===== config.mk =====
export PLATFORM = sky130hd
export DESIGN_NAME = pwpd_out_queue
export DESIGN_NICKNAME = d
export VERILOG_FILES = /design/src/pwpd_pkg.sv /design/src/pwpd_out_queue.sv
export SDC_FILE = /design/constraint.sdc
export NUM_CORES = 1
export LEC_CHECK = 0
export BUFFER_PORTS_ARGS = -buffer_cell sky130_fd_sc_hd__buf_2
export CORE_MARGIN = 3
export CORE_UTILIZATION = 51
export CTS_CLUSTER_SIZE = 16
export DETAILED_ROUTE_END_ITERATION = 10
export MAX_ROUTING_LAYER = met4
export PLACE_DENSITY = 0.75
export REMOVE_ABC_BUFFERS = 1
export SLEW_MARGIN = 10
export SYNTH_ARGS = -nofsm -noshare
export SYNTH_HDL_FRONTEND = slang
export SYNTH_SLANG_ARGS = --single-unit

===== constraint.sdc =====
create_clock -name clk -period 1.7 [get_ports clk]
set_input_delay 0.255 -clock clk [delete_from_list [all_inputs] [get_ports clk]]
set_output_delay 0.255 -clock clk [all_outputs]
set_load 0.01 [all_outputs]

===== src/pwpd_pkg.sv =====
// ----------------------------------------------------------------------------
// pwpd_pkg
// Shared constants, types and the bin-size divider constants for the PCM
// waveform peak decimator.
// ----------------------------------------------------------------------------
package pwpd_pkg;

  localparam int NUM_BINS  = 120;
  localparam int ADDR_W    = (NUM_BINS > 1) ? $clog2(NUM_BINS) : 1;
  localparam int BIN_CNT_W = $clog2(NUM_BINS + 1);

  // x / NUM_BINS == (x * DIV_MAGIC) >> DIV_SHIFT for every 32-bit x
  localparam int DIV_SHIFT = 32 + $clog2(NUM_BINS);
  localparam logic [32:0] DIV_MAGIC =
    33'(((65'd1 << DIV_SHIFT) + 65'(NUM_BINS) - 65'd1) / 65'(NUM_BINS));

  localparam int PADDR_W = 4;

  localparam int CMDQ_DEPTH = 4;
  localparam int CMDQ_AW    = $clog2(CMDQ_DEPTH);
  localparam int CMDQ_CW    = $clog2(CMDQ_DEPTH + 1);

  localparam int OUT_DEPTH = 4;
  localparam int OUT_AW    = $clog2(OUT_DEPTH);
  localparam int OUT_CW    = $clog2(OUT_DEPTH + 1);

  typedef enum logic [1:0] {
    OP_CLEAR,
    OP_BYTE,
    OP_READ
  } op_t;

  typedef struct packed {
    op_t        op;
    logic [7:0] pcm_byte;
    logic [6:0] bin_number;
  } cmd_t;

  typedef struct packed {
    logic [5:0]  bits_per_sample;
    logic [7:0]  channel_count;
    logic [31:0] total_frames;
    logic [31:0] clip_frames_per_bin;
  } cfg_t;

  typedef struct packed {
    logic [6:0]         read_bin;
    logic signed [15:0] peak_min;
    logic [14:0]        peak_max;
  } res_t;

endpackage


===== src/pwpd_out_queue.sv =====
// ----------------------------------------------------------------------------
// pwpd_out_queue
// Result queue between the back end and the result ports.
// ----------------------------------------------------------------------------
module pwpd_out_queue (
  input  logic                        clk,
  input  logic                        rst,
  input  logic                        res_valid,
  input  pwpd_pkg::res_t              res,
  output logic [pwpd_pkg::OUT_CW-1:0] level,
  output logic                        empty,
  input  logic                        pop,
  output logic [6:0]                  read_bin,
  output logic signed [15:0]          peak_min,
  output logic [14:0]                 peak_max
);

  pwpd_pkg::res_t               q [pwpd_pkg::OUT_DEPTH];
  logic [pwpd_pkg::OUT_AW-1:0]  wr_ptr;
  logic [pwpd_pkg::OUT_AW-1:0]  rd_ptr;
  pwpd_pkg::res_t               head;
  logic                         deq;

  assign empty    = level == '0;
  assign deq      = pop && !empty;
  assign head     = q[rd_ptr];
  assign read_bin = head.read_bin;
  assign peak_min = head.peak_min;
  assign peak_max = head.peak_max;

  always_ff @(posedge clk) begin
    if (res_valid) begin
      q[wr_ptr] <= res;
    end
  end

  always_ff @(posedge clk) begin
    if (rst) begin
      wr_ptr <= '0;
      rd_ptr <= '0;
      level  <= '0;
    end else begin
      if (res_valid) begin
        wr_ptr <= wr_ptr + 1'b1;
      end
      if (deq) begin
        rd_ptr <= rd_ptr + 1'b1;
      end
      case ({res_valid, deq})
        2'b10:   level <= level + 1'b1;
        2'b01:   level <= level - 1'b1;
        default: level <= level;
      endcase
    end
  end

endmodule


==> results.ini <==
[cts]
ctsHoldBuffers = 0
clock_sinks = 161
clock_latency_ps = 410
cts_inserted_buffers = 17
cts_tree = yes
cts_root_buf = clkbuf_16
cts-htree-levels = 4
clockBufferDepth = 2
clk_pin_slew_worst_paths_ps = 60

[finish]
final_core_utilization = 0.673
area_delta_synth_final_pct = 26.0
fillCellCount = 746
nets = 410
layout-drive-gt1-share = 0.504
final_common_cell = edfxtp_1
final_cell_mix = edfxtp_1, buf_2, mux4_2

[worst_setup_path]
critPathRequiredTime_ps = 1440
crit_type = reg -> out
cp_data_arrival_time_ps = 1710
cp_max_fo = 7
critPathLaunchType = register
endpoint_kind = output pin

[die]
core_sq_mm = 0.0111
die_area_sq_mm = 0.0130
fp.dieW_um = 114
die_y_um = 114
start_util = 0.534
io_pins = 84
core.rowCount = 38

[placement]
dp_hpwl_um = 6370
pre_cts_ws_ps = -54.2
portBuffers = 83
gp_congestion = 0.724

[grt]
gr-total-overflow = 0
grt_max_degree = 31
grt_pass1_vias = 3081
grt_pass1_wl_um = 16900
antenna_found_initial = 1
groute.usage.overall = 0.185

[timing]
setup_viol = 38
whs_ps = 49.4
fin_skew_ps = 12.0
finalCriticalPeriod_ps = 1960
hold_violations = 0
fmax_mhz = 510
rsz0062_at_grt = yes
setup_ws_ps = -262
slew_headroom = 0.767
slew_violations = 0
worstMarginPinSlew_ps = 350
fin_crit_sh = 1.15

[status]
outcome = finished with violations
violations = negative setup slack

[route]
drtAntennaViolNets = 0
viasPerCell = 5.46
dr.pass1.iters = 4
drc_errors = 0
wire_per_inst_um = 20.9
vias = 2818
drt_iter0_markers = 175
totalWireLength_um = 10800

[logic_synthesis]
synth_cells = 247
yosysTopAreaCell = edfxtp_1
synth_top_area_frac = 0.768
synth_area_sq_mm = 0.00594
ys_ff_latch = 161
synth.distinct_cells = 22
synth-seq-area-share = 0.799
synth_warnings = 0
synthTopCellsByArea = edfxtp_1, mux4_2, dfxtp_1, ha_1, buf_12
avgSynthCellArea_sq_um = 24.1

[flow_run]
cap_violations = 0

[hold_path]
hold_class = in -> reg

[power_and_ir_drop]
totalPowerFinal_mw = 10.6
power.leakage_nw = 2.59
power.density_mw_per_mm2 = 1420
ir_drop_mv = 0.825

layer usage:
metal | share of wire | routed length [um] | GRT usage | vias to the layer above
met1 | 0.41 | 4470 | 0.236 | 1456
met4 | 0.0098 | 106 | 0.0570 | 0
met2 | 0.52 | 5570 | 0.294 | 90
met5 | 0 | 0 | - | -
met3 | 0.058 | 626 | 0.0531 | 11
li1 | - | - | - | 1261
Yosys cell counts:
library cell    n
xnor2_1         1
nor3_1          1
xor2_1          3
o31ai_1         1
edfxtp_1      152
and2_1          4
clkbuf_1        2
mux2i_1         1
fa_1            1
buf_4           1
buf_2           3
buf_6           1
a21oi_1         3
dfxtp_1         9
nor2_1          7
inv_1           7
mux4_2         38
or3_1           2
nand2_1         1
o21ai_0         2
buf_12          2
ha_1            5
kinds of logic after synthesis:
kind of cell / count (synthesis) / share of synthesized area
adders and majority gates: 6 / 0.0139
DFF: 161 / 0.799
xor gates and xnor gates: 4 / 0.00590
muxes: 39 / 0.146
buffers and inverters: 16 / 0.0181
and+or+nand+nor: 15 / 0.0122
AOI/OAI and AO/OA: 6 / 0.00548
path summary, 6_finish.rpt:
| kind | from | end | slack [ps] | depth (start not counted) |
|---|---|---|---|---|
| max | register | peak_min[11] | -260 | 4 |
| min | res[3] | q[3][3] | 50 | 1 |
| max reg2reg | level[2] | level[2] | 10 | 8 |
| min reg2reg | rd_ptr[1] | rd_ptr[1] | 530 | 2 |
where the power goes:
group,internal [mW],switching [mW]
Clock,2.03,1.51
Sequential,4.59,0.0995
Combinational,1.33,1.07
Total,7.95,2.68
state kept, by name, summed over array words and instances, names as in the netlist, named ones only:
register	count
q	152
level	3
rd_ptr	2
wr_ptr	2
metrics by stage:
step,area (sq um),cells,setup TNS (ps)
final,7480,516,-8510
after global placement,6660,480,-3.42
after global routing,7480,516,-10960
after CTS,7400,515,-9740
after detailed placement,6660,480,-54.2
after floorplan,5860,238,-59000
layout make-up:
cell class | count | area, sq um | share of cell area
inverter | 7 | 26.3 | 0.00351
tap | 140 | 175 | 0.0234
multi-input combinational | 70 | 1120 | 0.150
antenna | 1 | 2.50 | 0.000334
clock inverter | 15 | 135 | 0.0181
timing repair buffer | 105 | 847 | 0.113
clock buffer | 17 | 425 | 0.0568
sequential | 161 | 4750 | 0.635
worst max-delay path, stage by stage (launching register included):
cell,delay [ps]
dfxtp_4,380
buf_12,130
buf_16,140
mux4_2,510
buf_6,140
repair_timing:
action | 4_1_cts | 5_1_grt
setup buffers | 1 | 0
resized for setup | 23 | 17
pin swaps | 2 | 0
gates cloned | 2 | 0
setup endpoints to repair | 39 | 41
Note: power is estimated with default switching activity, not from simulation.
