File: src/pwpd_pkg.sv
// ----------------------------------------------------------------------------
// pwpd_pkg
// Shared constants, types and the bin-size divider constants for the PCM
// waveform peak decimator.
// ----------------------------------------------------------------------------
package pwpd_pkg;

  localparam int NUM_BINS  = 120;
  localparam int ADDR_W    = (NUM_BINS > 1) ? $clog2(NUM_BINS) : 1;
  localparam int BIN_CNT_W = $clog2(NUM_BINS + 1);

  // x / NUM_BINS == (x * DIV_MAGIC) >> DIV_SHIFT for every 32-bit x
  localparam int DIV_SHIFT = 32 + $clog2(NUM_BINS);
  localparam logic [32:0] DIV_MAGIC =
    33'(((65'd1 << DIV_SHIFT) + 65'(NUM_BINS) - 65'd1) / 65'(NUM_BINS));

  localparam int PADDR_W = 4;

  localparam int CMDQ_DEPTH = 4;
  localparam int CMDQ_AW    = $clog2(CMDQ_DEPTH);
  localparam int CMDQ_CW    = $clog2(CMDQ_DEPTH + 1);

  localparam int OUT_DEPTH = 4;
  localparam int OUT_AW    = $clog2(OUT_DEPTH);
  localparam int OUT_CW    = $clog2(OUT_DEPTH + 1);

  typedef enum logic [1:0] {
    OP_CLEAR,
    OP_BYTE,
    OP_READ
  } op_t;

  typedef struct packed {
    op_t        op;
    logic [7:0] pcm_byte;
    logic [6:0] bin_number;
  } cmd_t;

  typedef struct packed {
    logic [5:0]  bits_per_sample;
    logic [7:0]  channel_count;
    logic [31:0] total_frames;
    logic [31:0] clip_frames_per_bin;
  } cfg_t;

  typedef struct packed {
    logic [6:0]         read_bin;
    logic signed [15:0] peak_min;
    logic [14:0]        peak_max;
  } res_t;

endpackage

File: src/pwpd_cfg.sv
// ----------------------------------------------------------------------------
// pwpd_cfg
// APB register file; also derives the clip's frames per bin from total_frames.
// ----------------------------------------------------------------------------
module pwpd_cfg (
  input  logic                         clk,
  input  logic                         rst,
  input  logic                         psel,
  input  logic                         penable,
  input  logic                         pwrite,
  input  logic [pwpd_pkg::PADDR_W-1:0] paddr,
  input  logic [31:0]                  pwdata,
  output logic [31:0]                  prdata,
  output logic                         pready,
  output pwpd_pkg::cfg_t               cfg
);

  localparam logic [1:0] REG_BITS  = 2'd0;
  localparam logic [1:0] REG_CHANS = 2'd1;
  localparam logic [1:0] REG_TOTAL = 2'd2;

  logic [5:0]  bits_per_sample;
  logic [7:0]  channel_count;
  logic [31:0] total_frames;
  logic [31:0] frames_per_bin;
  logic [64:0] div_prod;
  logic [31:0] div_quot;
  logic [1:0]  reg_sel;
  logic        wr_en;

  assign pready  = 1'b1;
  assign reg_sel = paddr[3:2];
  assign wr_en   = psel && penable && pwrite && pready;

  assign div_prod = {33'd0, total_frames} * {32'd0, pwpd_pkg::DIV_MAGIC};
  assign div_quot = 32'(div_prod >> pwpd_pkg::DIV_SHIFT);

  always_ff @(posedge clk) begin
    if (rst) begin
      bits_per_sample <= 6'd16;
      channel_count   <= 8'd1;
      total_frames    <= '0;
      frames_per_bin  <= 32'd1;
    end else begin
      frames_per_bin <= (div_quot == '0) ? 32'd1 : div_quot;
      if (wr_en) begin
        case (reg_sel)
          REG_BITS:  bits_per_sample <= pwdata[5:0];
          REG_CHANS: channel_count   <= pwdata[7:0];
          REG_TOTAL: total_frames    <= pwdata;
          default:   ;
        endcase
      end
    end
  end

  always_comb begin
    case (reg_sel)
      REG_BITS:  prdata = {26'd0, bits_per_sample};
      REG_CHANS: prdata = {24'd0, channel_count};
      REG_TOTAL: prdata = total_frames;
      default:   prdata = '0;
    endcase
  end

  assign cfg.bits_per_sample     = bits_per_sample;
  assign cfg.channel_count       = channel_count;
  assign cfg.total_frames        = total_frames;
  assign cfg.clip_frames_per_bin = frames_per_bin;

endmodule

File: config.mk
export PLATFORM = sky130hd
export DESIGN_NAME = pwpd_cfg
export DESIGN_NICKNAME = d
export VERILOG_FILES = /design/src/pwpd_pkg.sv /design/src/pwpd_cfg.sv
export SDC_FILE = /design/constraint.sdc
export NUM_CORES = 1
export LEC_CHECK = 0
export ABC_AREA = 1
export BUFFER_PORTS_ARGS = -buffer_cell sky130_fd_sc_hd__buf_2
export CORE_AREA = 2 2 160 319
export CTS_CLUSTER_SIZE = 25
export DETAILED_ROUTE_END_ITERATION = 8
export DIE_AREA = 0 0 162 321
export MAX_ROUTING_LAYER = met4
export PLACE_DENSITY = 0.54
export SETUP_SLACK_MARGIN = 0.05
export SLEW_MARGIN = 20
export SYNTH_ARGS = -nofsm -noshare
export SYNTH_HDL_FRONTEND = slang
export SYNTH_SLANG_ARGS = --single-unit
File: constraint.sdc
create_clock -name clk -period 7.5 [get_ports clk]
set_clock_uncertainty 0.05 [all_clocks]
set_input_delay 0.375 -clock clk [delete_from_list [all_inputs] [get_ports clk]]
set_output_delay 0.375 -clock clk [all_outputs]
set_load 0.005 [all_outputs]
==> results.md <==
- Arr. time, crit path: 6750 ps
- CP max stage delay: between 500 and 600 ps
- Register area share after synthesis: 0.09771
- Post-Place Cells: approximately 2900
- First-pass GRT wire length: 72860 µm
- Post-Synthesis Cell Area: about 15000 µm²
- Crit end category: register
- Worst vdd ir: between 0.1 and 0.15 mV
- Share of cells above drive strength 1: 0.08512
- Slowest-stage cell, CP: fa_1
- Power, Total: 1.285 mW
- Worst slew margin: 0.5035
- DRT iter0 DRCs: between 600 and 700
- Largest net degree at the start of global routing: 57
- Largest cells by area after synthesis: ha_1 25%, fa_1 21%, inv_1 14%
- Die span in x: around 160 µm
- HPWL after DPL: approximately 41000 µm
- WL/cell: 16.12 µm
- Synth cell types: 32
- Latest clock arrival within the worst-skew pair: around 380 ps
- Via/cell ratio: roughly 4.5
- Post-synth EDFFs: 0
- Setup TNS: 0 ps
- Die H: roughly 320 µm
- Overflow after GRT: 0
- TritonCTS clock tree: yes
- FILL cells: between 5000 and 6000
- TritonCTS Sinks: 72
- CTS buffer count: 9
- CTS Hold Bufs: 0
- Most instantiated cells after synthesis: 563 x inv_1, 474 x nand2_1, 300 x ha_1
- Synth warn: 0
- Area Overhead vs Synth: 12.60%
- Post CTS Setup Buffer Count: 0
- Clock Pin Slew Worst Setup and Hold Paths: roughly 70 ps
- Max cap viols: 0
- RSZ-0062 raised after global routing: no
- Gp weighted congestion: a little over 0.9
- Ant. Diodes: 0
- Leading area contributor after synthesis: ha_1
- Synth top area share: 0.2545
- CP max FO: 24
- Critical path type: register to register
- Final Util: 0.3346
- Global-route usage over all layers: 0.1911
- Power per cell area: ~77 nW/µm²
- Cell count after synthesis: between 2000 and 2500
- Final ANT Viol Nets: 0
- Status: complete, no violations
- Rows: 116
- Crit share post-route: 0.8737
- First-pass DRT Iterations: 5
- CP dominant cell by count: inv_1
- DRT Wirelength: about 47000 µm
- Starting Density: 0.2972
- Tmin final: 6552 ps
- Die footprint: roughly 52000 µm²
- Final cell count without fillers: about 2900
- Hold Path Class: input pin to register
- H-tree levels: 3
- Max clock buf depth: 2
- Tightest Pin Transition: 743.8 ps
- IO Count: roughly 150
- Pleak: between 10 and 15 nW
- Post-Syn Area per Cell: 7.079 µm²
- Root buf cell: clkbuf_16
- I/O Buffers: 142
- WHS: ~210 ps
- Nets: around 2700
- Most frequent cell after synthesis: inv_1
- Final setup fails: 0
- DR DRC count: 0
- Vias in the first global route: 13200
- # resized after CTS: 0
- Initial antenna violation count: 0
- Synth Flop Type: dfxtp_1
- Fmax: approximately 150 MHz
- Slew Limit Fails: 0
- Core Region: between 40000 and 50000 µm²
- Final hold vios: 0
- Ys async rst share: 0
- Detailed-route via count: between 10000 and 15000
- Required time worst endpoint: between 7000 and 8000 ps
- Register bit count reported by yosys: 72
- Startpoint class of the critical path: register
logic make-up (layout without fill, tap and decap cells):
kind of cell / Yosys count / after routing / synth area share
AO/OA/AOI/OAI: 160 / 160 / 0.05802
XOR/XNOR: 8 / 8 / 0.004750
adder cells (fa/ha/maj): 457 / 457 / 0.4675
buffers and inverters: 590 / 745 / 0.1542
flip-flops: 72 / 72 / 0.09771
other: 2 / 7 / 0.0005091
AND/OR/NAND/NOR: 795 / 795 / 0.2173
through the flow:
| step | worst slack [ps] | cell area (µm²) |
|---|---|---|
| after global placement | 972.5 | 16300 |
| after CTS | 917.1 | 16610 |
| after floorplan | 1520 | 14770 |
| final | 947.6 | 16610 |
| after detailed placement | 948.9 | 16300 |
| after global routing | 340.2 | 16610 |
flip-flops by register name, indices dropped and copies added (netlist names):
signal	count
total_frames	32
channel_count	8
bits_per_sample	6
frames_per_bin	26
worst paths after layout:
check                                start                              end  slack, ps  cells past startpoint
min reg2reg  total_frames[14]$_SDFFE_PP0P_    total_frames[14]$_SDFFE_PP0P_        430                      2
max           total_frames[1]$_SDFFE_PP0P_     frames_per_bin[9]$_SDFF_PP0_        950                     30
max reg2reg   total_frames[1]$_SDFFE_PP0P_     frames_per_bin[9]$_SDFF_PP0_        950                     30
min                              pwdata[4]  bits_per_sample[4]$_SDFFE_PP1P_        210                      3
worst max-delay path: cells and delay by family (launching register included):
kind,cells,cell delay [ps]
buffers and inverters,7,430
flip-flops,1,320
AND/OR/NAND/NOR,13,1380
AO/OA/AOI/OAI,2,530
adder cells (fa/ha/maj),8,3700
where the power goes:
group | leakage (nW) | internal (mW) | switching, mW
Sequential | 0.584 | 0.396 | 0.0128
Combinational | 9.49 | 0.155 | 0.257
Clock | 0.153 | 0.268 | 0.196
Total | 10.2 | 0.819 | 0.466
cell type report:
| type | instances | area (µm²) | area share |
|---|---|---|---|
| flip-flops and latches | 72 | 1441 | 0.08678 |
| clock inverters | 6 | 66.31 | 0.003992 |
| well taps | 649 | 812.0 | 0.04889 |
| multi-input cells | 1427 | 11050 | 0.6655 |
| repair buffers | 164 | 875.8 | 0.05273 |
| inverters | 565 | 2121 | 0.1277 |
| clock buffers | 10 | 239.0 | 0.01439 |
metal layers:
metal | global-route usage | wire length (µm) | up-vias
met5 | - | 0 | -
met1 | 0.2219 | 20050 | 5967
li1 | - | - | 6586
met3 | 0.01921 | 1519 | 70
met4 | 0.06863 | 1627 | 0
met2 | 0.3399 | 23450 | 290
placed cells by master, fill, tap and decap left out:
master     count
nand3b_1       6
nor3b_1        1
xor2_1         7
conb_1         7
nand3_1       64
buf_2        142
dfxtp_1       72
inv_6          1
o211a_1        1
nor2_2         2
nor4_1         2
bufinv_16      1
a22o_1         2
nor3_2         3
clkinv_4       2
and2_0         1
clkbuf_16      9
clkinv_2       2
a21oi_1       81
fa_1         157
a21boi_0       1
xnor2_1        1
buf_4         22
nand4_1       17
ha_1         300
nor3_1        13
nand2_1      474
o21bai_1      16
nor2_1       204
or2_2          1
nand2_4        1
o21ai_0       59
clkbuf_8       1
inv_2          2
and2_1         4
inv_1        563
nand2_2        2
No activity file was read; power rests on OpenSTA's default activity.
