===== config.mk =====
export PLATFORM = sky130hd
export DESIGN_NAME = pwpd_front
export DESIGN_NICKNAME = d
export VERILOG_FILES = /design/src/pwpd_pkg.sv /design/src/pwpd_front.sv
export SDC_FILE = /design/constraint.sdc
export NUM_CORES = 1
export LEC_CHECK = 0
export BUFFER_PORTS_ARGS = -buffer_cell sky130_fd_sc_hd__buf_4
export CORE_MARGIN = 2
export CORE_UTILIZATION = 50
export CTS_BUF_LIST = sky130_fd_sc_hd__clkbuf_4 sky130_fd_sc_hd__clkbuf_8
export DETAILED_ROUTE_END_ITERATION = 8
export GPL_TIMING_DRIVEN = 0
export PLACE_DENSITY_LB_ADDON = 0.12
export SLEW_MARGIN = 20
export SYNTH_ARGS = -nofsm -noshare
export SYNTH_HDL_FRONTEND = slang
export SYNTH_SLANG_ARGS = --single-unit

===== constraint.sdc =====
create_clock -name clk -period 2.3 [get_ports clk]
set_clock_uncertainty 0.1 [all_clocks]
set_input_delay 0.23 -clock clk [delete_from_list [all_inputs] [get_ports clk]]
set_output_delay 0.23 -clock clk [all_outputs]
set_load 0.05 [all_outputs]

===== src/pwpd_pkg.sv =====
// ----------------------------------------------------------------------------
// pwpd_pkg
// Shared constants, types and the bin-size divider constants for the PCM
// waveform peak decimator.
// ----------------------------------------------------------------------------
package pwpd_pkg;

  localparam int NUM_BINS  = 120;
  localparam int ADDR_W    = (NUM_BINS > 1) ? $clog2(NUM_BINS) : 1;
  localparam int BIN_CNT_W = $clog2(NUM_BINS + 1);

  // x / NUM_BINS == (x * DIV_MAGIC) >> DIV_SHIFT for every 32-bit x
  localparam int DIV_SHIFT = 32 + $clog2(NUM_BINS);
  localparam logic [32:0] DIV_MAGIC =
    33'(((65'd1 << DIV_SHIFT) + 65'(NUM_BINS) - 65'd1) / 65'(NUM_BINS));

  localparam int PADDR_W = 4;

  localparam int CMDQ_DEPTH = 4;
  localparam int CMDQ_AW    = $clog2(CMDQ_DEPTH);
  localparam int CMDQ_CW    = $clog2(CMDQ_DEPTH + 1);

  localparam int OUT_DEPTH = 4;
  localparam int OUT_AW    = $clog2(OUT_DEPTH);
  localparam int OUT_CW    = $clog2(OUT_DEPTH + 1);

  typedef enum logic [1:0] {
    OP_CLEAR,
    OP_BYTE,
    OP_READ
  } op_t;

  typedef struct packed {
    op_t        op;
    logic [7:0] pcm_byte;
    logic [6:0] bin_number;
  } cmd_t;

  typedef struct packed {
    logic [5:0]  bits_per_sample;
    logic [7:0]  channel_count;
    logic [31:0] total_frames;
    logic [31:0] clip_frames_per_bin;
  } cfg_t;

  typedef struct packed {
    logic [6:0]         read_bin;
    logic signed [15:0] peak_min;
    logic [14:0]        peak_max;
  } res_t;

endpackage


===== src/pwpd_front.sv =====
// ----------------------------------------------------------------------------
// pwpd_front
// Accepts request items, decodes the request type and queues commands.
// ----------------------------------------------------------------------------
module pwpd_front (
  input  logic           clk,
  input  logic           rst,
  input  logic           push,
  output logic           full,
  input  logic [1:0]     req_type,
  input  logic [7:0]     pcm_byte,
  input  logic [6:0]     bin_number,
  output logic           cmd_valid,
  output pwpd_pkg::cmd_t cmd,
  input  logic           cmd_pop
);

  localparam logic [1:0] REQ_CLEAR = 2'd0;
  localparam logic [1:0] REQ_BYTE  = 2'd1;
  localparam logic [1:0] REQ_READ  = 2'd2;

  pwpd_pkg::cmd_t                 q [pwpd_pkg::CMDQ_DEPTH];
  logic [pwpd_pkg::CMDQ_AW-1:0]   wr_ptr;
  logic [pwpd_pkg::CMDQ_AW-1:0]   rd_ptr;
  logic [pwpd_pkg::CMDQ_CW-1:0]   count;
  pwpd_pkg::cmd_t                 dec;
  logic                           dec_ok;
  logic                           enq;
  logic                           deq;

  always_comb begin
    dec.pcm_byte   = pcm_byte;
    dec.bin_number = bin_number;
    dec_ok         = 1'b1;
    case (req_type)
      REQ_CLEAR: dec.op = pwpd_pkg::OP_CLEAR;
      REQ_BYTE:  dec.op = pwpd_pkg::OP_BYTE;
      REQ_READ:  dec.op = pwpd_pkg::OP_READ;
      default: begin
        dec.op = pwpd_pkg::OP_CLEAR;
        dec_ok = 1'b0;
      end
    endcase
  end

  assign full      = count == pwpd_pkg::CMDQ_CW'(pwpd_pkg::CMDQ_DEPTH);
  assign cmd_valid = count != '0;
  assign cmd       = q[rd_ptr];
  assign enq       = push && !full && dec_ok;
  assign deq       = cmd_pop && cmd_valid;

  always_ff @(posedge clk) begin
    if (enq) begin
      q[wr_ptr] <= dec;
    end
  end

  always_ff @(posedge clk) begin
    if (rst) begin
      wr_ptr <= '0;
      rd_ptr <= '0;
      count  <= '0;
    end else begin
      if (enq) begin
        wr_ptr <= wr_ptr + 1'b1;
      end
      if (deq) begin
        rd_ptr <= rd_ptr + 1'b1;
      end
      case ({enq, deq})
        2'b10:   count <= count + 1'b1;
        2'b01:   count <= count - 1'b1;
        default: count <= count;
      endcase
    end
  end

endmodule


==> results.toml <==
[status]
result_of_the_run = "complete, no violations"

[power_and_ir_drop]
total_leakage_power_nw = 1.30
irDropWorstVdd_mv = 0.976
post-layout-total-power_w = 0.00438
power_density_mw_per_mm2 = 1170

[setup_path]
critical_path_buf_inv_count = 0
timing.critical_path.max_delay_family = "simple AND/OR/NAND/NOR gates"
critical_path.startpoint_type = "flop"
timing.critical_path.slowest_cell_delay_ps = 790
setup.worst_path.end_class = "flop"
worst-endpoint-arrival_ps = 1990
setup.worst_path.class = "reg2reg"
worstPathRequired_ps = 2160
critical_path.slowest_cell = "sky130_fd_sc_hd__and2_1"
worstPathCellList = "nor3b_4 > a211oi_4 > and2_1"
peak_fanout_along_the_critical_path = 17

[sta]
max_slew_headroom_pct = 39.6
final_min_period_over_clock_period_pct = 92.7
timing.final.hold_violations = 0
rsz0062_at_grt = "no"
setup-tns-final_ps = 0
setup_violations = 0
max_slew.worst_pin.slew_ps = 906
min_period_ps = 2130
timing_max_transition_violations_final = 0
fin_hold_ws_ps = 157
max_freq_ghz = 0.469

[placed_design]
dpl-instance-area_mm2 = 0.00338
detailedPlacementHpwl_mm = 2.99
io_buffer_count = 38
finalWeightedCongestion = 0.693

[clocking]
worst_skew_pair.late_latency_ps = 330
cts_tree = "done"
cts.reportedPaths.clkPinSlew_ps = 70
cts_buffers = 9
cts_max_level = 3
cts.sinks = 77
cts_root_buffer = "sky130_fd_sc_hd__clkbuf_8"
max_clock_buf_depth = 2

[global_routing]
number_of_global_route_vias_before_repair = 1573
grt_remaining_overflow = 0
grt_pass1_wl_mm = 7.38
grt_antenna_before_repair = 0
grt_max_degree = 18
track_usage_pct = 16.1

[route]
drt-initial-drc-count = 71
drt_wirelength_mm = 4.74
drt.antenna.violating_nets = 0
viasPerCell = 5.13
dr_total_vias = 1473
route.detailed.drc = 0
drt_pre_antenna_iters = 4
post_drt_wl_per_cell_um = 16.5

[cells_and_area]
area_growth_syn_to_layout_pct = 25.6
fin_area_mm2 = 0.00375
finish.net_count = 234
antenna-diode-count = 0
final_layout_size_suffix_gt1_share_pct = 40.1

[synthesis]
yosysUniqueCellTypes = 28
synthesis.area_per_instance_um2 = 20.9
synth.cell_area_mm2 = 0.00299
asyncSetResetFlopFracSynth_pct = 0
ys_seq_area_share_pct = 74.4
yosys_warnings = 0
postSynthRegisterBits = 77
post_synth_inst_count = 143
yosys-top-cells-area = "sky130_fd_sc_hd__edfxtp_1 (68%), sky130_fd_sc_hd__mux4_2 (12%), sky130_fd_sc_hd__dfxtp_1 (6.0%)"
postSynthNetCount = 170
synth_edf_count = 68
synth.largest_area_cell = "sky130_fd_sc_hd__edfxtp_1"
yosys_most_used_dff = "sky130_fd_sc_hd__edfxtp_1"
synth_top_cell_area_share_pct = 68.4

[floorplan]
design.die.area_mm2 = 0.00661
top_level_ports = 40
die_h_um = 81.3
core.rowCount = 28
start_util_pct = 51.0
fp.coreArea_mm2 = 0.00585
dieWidth_um = 81.3

[job]
maxCapViolations = 0

[worst_hold_path]
hp-class = "in2reg"
[stage by stage]
| step | util [%] | cells | setup WS [ps] |
|---|---|---|---|
| after floorplan | - | 143 | -63.2 |
| after global placement | 57.8 | 256 | 196 |
| after detailed placement | 57.8 | 256 | 133 |
| after CTS | 64.1 | 287 | 121 |
| after global routing | 64.1 | 287 | 50.3 |
| final | 64.1 | 287 | 168 |
[Yosys cell counts (2+ instances only)]
master                     number
sky130_fd_sc_hd__edfxtp_1      68
sky130_fd_sc_hd__ha_1           5
sky130_fd_sc_hd__and2_2         3
sky130_fd_sc_hd__xor2_1         3
sky130_fd_sc_hd__a21oi_1        2
sky130_fd_sc_hd__inv_1          7
sky130_fd_sc_hd__dfxtp_1        9
sky130_fd_sc_hd__nand2b_1       2
sky130_fd_sc_hd__mux4_2        16
sky130_fd_sc_hd__buf_2          2
sky130_fd_sc_hd__nor2_1         8
sky130_fd_sc_hd__nor2b_1        2
[routing by layer]
metal  part of all wire, %  wire length, µm  global-route usage (%)  up-vias
met4                   2.3              107                    10.2        0
li1                      -                -                       -      689
met5                     0                0                       0        -
met3                   2.9              138                    2.67       10
met1                    43             2050                    19.0      743
met2                    52             2450                    27.5       31
[tightest hold or removal path, stage by stage]
cell	delay, ps
sky130_fd_sc_hd__buf_4	110
sky130_fd_sc_hd__a211oi_4	80
sky130_fd_sc_hd__mux2i_1	120
[power by group]
part / switching, W / internal (W)
Clock: 0.000458 / 0.000621
Combinational: 0.000940 / 0.000619
Sequential: 0.0000721 / 0.00166
Total: 0.00147 / 0.00291
[worst paths after layout]
path	startpoint	endpoint	slack, ps	depth (start not counted)
worst max-delay path	count[1]$_SDFFE_PP0P_	q[1][5]$_DFFE_PP_	170	3
worst min register to register	count[2]$_SDFFE_PP0P_	count[2]$_SDFFE_PP0P_	420	2
worst min-delay path	req_type[0]	wr_ptr[1]$_SDFFE_PP0P_	160	3
worst max register to register	count[1]$_SDFFE_PP0P_	q[1][5]$_DFFE_PP_	170	3
[logic make-up after synthesis]
group / after synthesis / share of synthesized area (%)
AOI/OAI and AO/OA: 6 / 1.80
xor gates and xnor gates: 4 / 1.17
adders and majority gates: 6 / 2.77
buffers and inverters: 12 / 2.39
DFF: 77 / 74.4
muxes: 19 / 13.8
and+or+nand+nor: 19 / 3.69
[registers in the layout (all words and copies together), names as in the netlist, named ones only]
register / count
wr_ptr: 2
count: 3
q: 68
rd_ptr: 2
[layout make-up]
class                   count  area, µm²
clock buffers              10        131
flip-flops and latches     77       2230
inverters                   7       26.3
clock inverters             6       87.6
plain buffers               5       45.0
repair buffers             53        435
fillers                   413       2100
multi-input cells          54        704
well taps                  75       93.8
[placed cells by master (no fill, tap or decap), drive strengths merged, types with 3 or more instances in the layout]
cell type and n:
ha 5, mux4 17, inv 7, xor2 3, and2 4, edfxtp 68, dlygate4sd3 15, dfxtp 9
nor2 8, clkbuf 11, buf 42
[timing repair]
action                                 in CTS  in global routing
endpoints found under the hold margin      60                  0
hold buffers                               15                  0
setup buffers                               0                  0
resized for setup                           0                  0
(Power assumes the default switching activity.)
