File: config.mk
export PLATFORM = sky130hd
export DESIGN_NAME = pwpd_back
export DESIGN_NICKNAME = d
export VERILOG_FILES = /design/src/pwpd_pkg.sv /design/src/pwpd_back.sv
export SDC_FILE = /design/constraint.sdc
export NUM_CORES = 2
export LEC_CHECK = 0
export BUFFER_PORTS_ARGS = -buffer_cell sky130_fd_sc_hd__clkbuf_2
export CELL_PAD_IN_SITES_DETAIL_PLACEMENT = 1
export CELL_PAD_IN_SITES_GLOBAL_PLACEMENT = 2
export CORE_ASPECT_RATIO = 1.75
export CORE_UTILIZATION = 50
export DETAILED_ROUTE_END_ITERATION = 8
export PLACE_DENSITY_LB_ADDON = 0.1
export SYNTH_ARGS = -nofsm -noshare
export SYNTH_HDL_FRONTEND = slang
export SYNTH_SLANG_ARGS = --single-unit
File: constraint.sdc
create_clock -name clk -period 11.7 [get_ports clk]
set_input_delay 2.34 -clock clk [delete_from_list [all_inputs] [get_ports clk]]
set_output_delay 2.34 -clock clk [all_outputs]
set_load 0.005 [all_outputs]
File: src/pwpd_pkg.sv
// ----------------------------------------------------------------------------
// pwpd_pkg
// Shared constants, types and the bin-size divider constants for the PCM
// waveform peak decimator.
// ----------------------------------------------------------------------------
package pwpd_pkg;

  localparam int NUM_BINS  = 120;
  localparam int ADDR_W    = (NUM_BINS > 1) ? $clog2(NUM_BINS) : 1;
  localparam int BIN_CNT_W = $clog2(NUM_BINS + 1);

  // x / NUM_BINS == (x * DIV_MAGIC) >> DIV_SHIFT for every 32-bit x
  localparam int DIV_SHIFT = 32 + $clog2(NUM_BINS);
  localparam logic [32:0] DIV_MAGIC =
    33'(((65'd1 << DIV_SHIFT) + 65'(NUM_BINS) - 65'd1) / 65'(NUM_BINS));

  localparam int PADDR_W = 4;

  localparam int CMDQ_DEPTH = 4;
  localparam int CMDQ_AW    = $clog2(CMDQ_DEPTH);
  localparam int CMDQ_CW    = $clog2(CMDQ_DEPTH + 1);

  localparam int OUT_DEPTH = 4;
  localparam int OUT_AW    = $clog2(OUT_DEPTH);
  localparam int OUT_CW    = $clog2(OUT_DEPTH + 1);

  typedef enum logic [1:0] {
    OP_CLEAR,
    OP_BYTE,
    OP_READ
  } op_t;

  typedef struct packed {
    op_t        op;
    logic [7:0] pcm_byte;
    logic [6:0] bin_number;
  } cmd_t;

  typedef struct packed {
    logic [5:0]  bits_per_sample;
    logic [7:0]  channel_count;
    logic [31:0] total_frames;
    logic [31:0] clip_frames_per_bin;
  } cfg_t;

  typedef struct packed {
    logic [6:0]         read_bin;
    logic signed [15:0] peak_min;
    logic [14:0]        peak_max;
  } res_t;

endpackage

File: src/pwpd_back.sv
// ----------------------------------------------------------------------------
// pwpd_back
// Executes commands: frame tracking, running min/max, bin store and reads.
// ----------------------------------------------------------------------------
module pwpd_back (
  input  logic                        clk,
  input  logic                        rst,
  input  pwpd_pkg::cfg_t              cfg,
  input  logic                        cmd_valid,
  input  pwpd_pkg::cmd_t              cmd,
  output logic                        cmd_pop,
  input  logic [pwpd_pkg::OUT_CW-1:0] out_level,
  output logic                        res_valid,
  output pwpd_pkg::res_t              res
);

  localparam int          SUM_W     = pwpd_pkg::OUT_CW + 1;
  localparam logic [5:0]  BPS_WORD  = 6'd16;
  localparam logic [5:0]  BPS_BYTE  = 6'd8;

  logic [30:0]                     mem [pwpd_pkg::NUM_BINS];
  logic [pwpd_pkg::NUM_BINS-1:0]   written;

  logic [31:0]                     frames_per_bin;
  logic [31:0]                     frames_seen;
  logic [pwpd_pkg::BIN_CNT_W-1:0]  current_bin;
  logic [31:0]                     frames_in_bin;
  logic [10:0]                     byte_in_frame;
  logic [7:0]                      held_low_byte;
  logic signed [15:0]              running_min;
  logic signed [15:0]              running_max;

  logic                            rd_pending;
  logic [6:0]                      rd_bin;
  logic                            rd_hit;
  logic [30:0]                     rd_word;

  logic [2:0]                      bps;
  logic [10:0]                     frame;
  logic [10:0]                     pos;
  logic [10:0]                     pos_inc;
  logic                            sample_done;
  logic signed [15:0]              sample;
  logic                            in_clip;
  logic                            is_byte;
  logic                            is_read;
  logic                            is_clear;
  logic                            take;
  logic signed [15:0]              new_min;
  logic signed [15:0]              new_max;
  logic [31:0]                     fib_inc;
  logic                            bin_full;
  logic                            can_read;
  logic                            rd_in_range;
  logic [pwpd_pkg::ADDR_W-1:0]     rd_addr;
  logic [pwpd_pkg::ADDR_W-1:0]     wr_addr;

  assign can_read = (SUM_W'(out_level) + SUM_W'(rd_pending)) < SUM_W'(pwpd_pkg::OUT_DEPTH);
  assign cmd_pop  = cmd_valid && ((cmd.op != pwpd_pkg::OP_READ) || can_read);
  assign is_byte  = cmd_pop && (cmd.op == pwpd_pkg::OP_BYTE);
  assign is_read  = cmd_pop && (cmd.op == pwpd_pkg::OP_READ);
  assign is_clear = cmd_pop && (cmd.op == pwpd_pkg::OP_CLEAR);

  assign bps         = cfg.bits_per_sample[5:3];
  assign frame       = 11'(bps) * 11'(cfg.channel_count);
  assign pos         = (byte_in_frame >= frame) ? 11'd0 : byte_in_frame;
  assign pos_inc     = pos + 11'd1;
  assign sample_done = pos == (11'(bps) - 11'd1);

  always_comb begin
    case (cfg.bits_per_sample)
      BPS_WORD: sample = {cmd.pcm_byte, held_low_byte};
      BPS_BYTE: sample = {~cmd.pcm_byte[7], cmd.pcm_byte[6:0], 8'h00};
      default:  sample = '0;
    endcase
  end

  assign in_clip = (frames_seen < cfg.total_frames) &&
                   (current_bin < pwpd_pkg::BIN_CNT_W'(pwpd_pkg::NUM_BINS));
  assign take    = is_byte && (frame != '0) && sample_done && in_clip;
  assign new_min = (sample < running_min) ? sample : running_min;
  assign new_max = (sample > running_max) ? sample : running_max;
  assign fib_inc = frames_in_bin + 32'd1;
  assign bin_full = fib_inc >= frames_per_bin;

  assign wr_addr     = pwpd_pkg::ADDR_W'(current_bin);
  assign rd_addr     = pwpd_pkg::ADDR_W'(cmd.bin_number);
  assign rd_in_range = 32'(cmd.bin_number) < 32'(pwpd_pkg::NUM_BINS);

  always_ff @(posedge clk) begin
    if (take) begin
      mem[wr_addr] <= {new_max[14:0], new_min};
    end
    if (is_read) begin
      rd_word <= mem[rd_addr];
      rd_bin  <= cmd.bin_number;
    end
  end

  always_ff @(posedge clk) begin
    if (rst) begin
      written        <= '0;
      frames_per_bin <= 32'd1;
      frames_seen    <= '0;
      current_bin    <= '0;
      frames_in_bin  <= '0;
      byte_in_frame  <= '0;
      held_low_byte  <= '0;
      running_min    <= '0;
      running_max    <= '0;
      rd_pending     <= 1'b0;
      rd_hit         <= 1'b0;
    end else begin
      rd_pending <= is_read;
      if (is_read) begin
        rd_hit <= rd_in_range && written[rd_addr];
      end
      if (is_clear) begin
        written        <= '0;
        frames_per_bin <= cfg.clip_frames_per_bin;
        frames_seen    <= '0;
        current_bin    <= '0;
        frames_in_bin  <= '0;
        byte_in_frame  <= '0;
        held_low_byte  <= '0;
        running_min    <= '0;
        running_max    <= '0;
      end else if (is_byte && (frame != '0)) begin
        if (pos == '0) begin
          held_low_byte <= cmd.pcm_byte;
        end
        byte_in_frame <= (pos_inc >= frame) ? 11'd0 : pos_inc;
        if (take) begin
          written[wr_addr] <= 1'b1;
          frames_seen      <= frames_seen + 32'd1;
          if (bin_full) begin
            current_bin   <= current_bin + 1'b1;
            frames_in_bin <= '0;
            running_min   <= '0;
            running_max   <= '0;
          end else begin
            frames_in_bin <= fib_inc;
            running_min   <= new_min;
            running_max   <= new_max;
          end
        end
      end
    end
  end

  assign res_valid    = rd_pending;
  assign res.read_bin = rd_bin;
  assign res.peak_min = rd_hit ? rd_word[15:0] : 16'sd0;
  assign res.peak_max = rd_hit ? rd_word[30:16] : 15'd0;

endmodule

==> flow_summary.ini <==
[routing]
drt-vias-per-instance = 6.38
first_iter_violations = 8748
wire_per_inst_um = 38.5
firstDrtPassIters = 5
drtAntennaViolNets = 0
remaining_drc_errors = 0
via_count = 79100
wirelength_mm = 477

[sta]
holdWs_ns = 0.456
max-slew-margin-rel_pct = 13.2
rsz0062_at_grt = false
slew_viol_final = 0
fin_worst_skew_ns = 0.0535
fmax_ghz = 0.108
finalSetupViolations = 0
finalCritPeriodShare_pct = 79.4
hold_viol = 0
fin_crit_ns = 9.29
worst_slew_pin_slew_ns = 1.30
layout_setup_ws_ns = 2.41
fin_setup_tns_ns = 0

[worst_setup_path]
crit_slowest_cell = fa_1
end_kind = register
max_stage_delay_ns = 0.48
setup.worst_path.class = input port to register
regToRegSetupSlack_ns = 5.54
cp.arrival_ns = 10.15
path_max_fanout = 13
required_ns = 12.56
startpoint_type = input port

[clock_network]
cts_tree = yes
cts.path.max_buffers = 4
clk_pin_slew_worst_paths_ns = 0.07
hold_buffers = 0
root_buffer = clkbuf_16
worstSkewPairLatency_ns = 0.95
cts_resized = 0
clkSinkCount = 4034
cts_setup_buffers = 0
htree_levels = 5
cts_buffers = 362

[job]
maxCapViolCount = 0

[place]
preCtsSetupSlack_ns = 1.46
io_buffers = 140
gp_congestion = 0.847
dpl.hpwl_mm = 302

[synth]
synth-compound-area-share_pct = 2.68
synthAdderAreaFrac_pct = 1.11
synth-simple-area-share_pct = 2.59
ys_warn_count = 0
synth_top_area_cell = edfxtp_1
synthTopCellsByCount = edfxtp_1 (3,758), mux4_2 (1,121), nor2_1 (315), dfxtp_1 (276), nand2_1 (275)
synth.distinct_cells = 84
syn-num-nets = 7879
synth_edf_count = 3758
synth.area.top_cells = edfxtp_1 (71%), mux4_2 (16%), dfxtp_1 (3.5%)
syn_inst = 7643
muxShareOfSynthArea_pct = 17.2
avgSynthCellArea_um2 = 20.8
netlist_area_mm2 = 0.159
synth_top_area_share_pct = 71.1
yosysMostFrequentCell = edfxtp_1
synth-xor-area-share_pct = 0.413
synthFlopType = edfxtp_1
synthArstFlopShare_pct = 0
synth-seq-area-share_pct = 74.6
synth_top_family_by_area = multiplexers
synth.ff_latch_count = 4034

[die]
die_area_mm2 = 0.320
io_pins = 141
die_w_um = 428
rows = 273
initial_utilization_pct = 50.3
core_area_mm2 = 0.316
fp.dieH_um = 747

[pwr]
p_leak_uw = 0.0519
vdd_drop_max_mv = 0.164
powerDensity_mw_per_mm2 = 161

[layout]
drive_above_1_share_pct = 26.7
nets = 8167
fill_cells = 26900
areaGrowthSynthToFinish_pct = 12.2

[global_routing]
grt_pass1_vias = 82900
grt.overflow.total = 0
antenna_found_initial = 32
track_usage_pct = 30.1
grt_pass1_wl_mm = 662
grt_max_degree = 121

[hold_path]
hold_path.class = register to register

[outcome]
status = complete, no violations
-- layer usage --
layer / vias to the layer above / share of wire (%) / GRT usage (%)
met4: 6 / 6.3 / 15.9
met2: 2999 / 52 / 52.3
met3: 697 / 5.8 / 3.58
met1: 43200 / 35 / 36.7
met5: - / 0.0086 / 0
li1: 32200 / - / -
-- through the flow --
step	total power [µW]	cells	utilization, %	cell area [µm²]
5_1_grt	29300	12400	56.4	178000
4_1_cts	28800	12400	56.4	178000
6_report	28700	12400	56.4	178000
3_3_place_gp	16700	11700	52.6	166000
3_5_place_dp	16700	11700	52.6	166000
2_1_floorplan	16400	7643	-	159000
-- cells by family (layout without fill, tap and decap cells) --
family | after synthesis | count (layout)
XOR/XNOR | 74 | 74
flip-flops | 4034 | 4034
buffers and inverters | 545 | 1129
AO/OA/AOI/OAI | 635 | 635
other | 0 | 46
multiplexers | 1326 | 1326
AND/OR/NAND/NOR | 892 | 892
adder cells (fa/ha/maj) | 137 | 137
-- critical path, delay by kind of cell --
kind | cells | cell delay [ns]
AOI/OAI and AO/OA | 14 | 2.88
adders and majority gates | 8 | 2.57
and+or+nand+nor | 10 | 1.41
xor gates and xnor gates | 2 | 0.36
buffers and inverters | 4 | 0.55
-- power by group --
group | total (µW) | switching, µW | internal [µW]
Clock | 12200 | 5400 | 6850
Combinational | 875 | 576 | 299
Sequential | 15500 | 5.27 | 15500
Total | 28700 | 5980 | 22700
-- final cells by class --
cell class                 instances  area, µm²  share of cell area (%)
antenna                           46        115                  0.0647
clock inverter                   192       1950                    1.10
clock buffer                     468       9970                    5.60
multi-input combinational       3064      39400                    22.1
inverter                         133        504                   0.283
tap                             4125       5160                    2.90
timing repair buffer             336       2580                    1.45
sequential                      4034     118000                    66.5
-- registers in the layout, summed over array words and instances (netlist names) --
signal          count
byte_in_frame      11
current_bin         7
frames_in_bin      32
frames_per_bin     32
frames_seen        32
held_low_byte       8
mem              3720
rd_bin              7
rd_hit              1
rd_word            31
res_valid           1
running_max        16
running_min        16
written           120
-- worst paths after layout --
path	startpoint	to	cells after the start
max	cfg[76]	byte_in_frame[2]	38
min	frames_per_bin[5]	frames_per_bin[5]	2
max reg2reg	frames_in_bin[2]	running_min[9]	22
min reg2reg	frames_per_bin[5]	frames_per_bin[5]	2
-- cell usage in the layout (no fill, tap or decap), drive strengths merged, types with 139 or more instances in the layout --
master  synthesis  layout
edfxtp       3758    3758
mux4         1121    1121
clkbuf        237     601
nor2          315     315
dfxtp         276     276
nand2         276     276
buf           175     203
a21oi         179     179
mux2i         173     173
inv           133     139
Note: power is estimated with default switching activity, not from simulation.
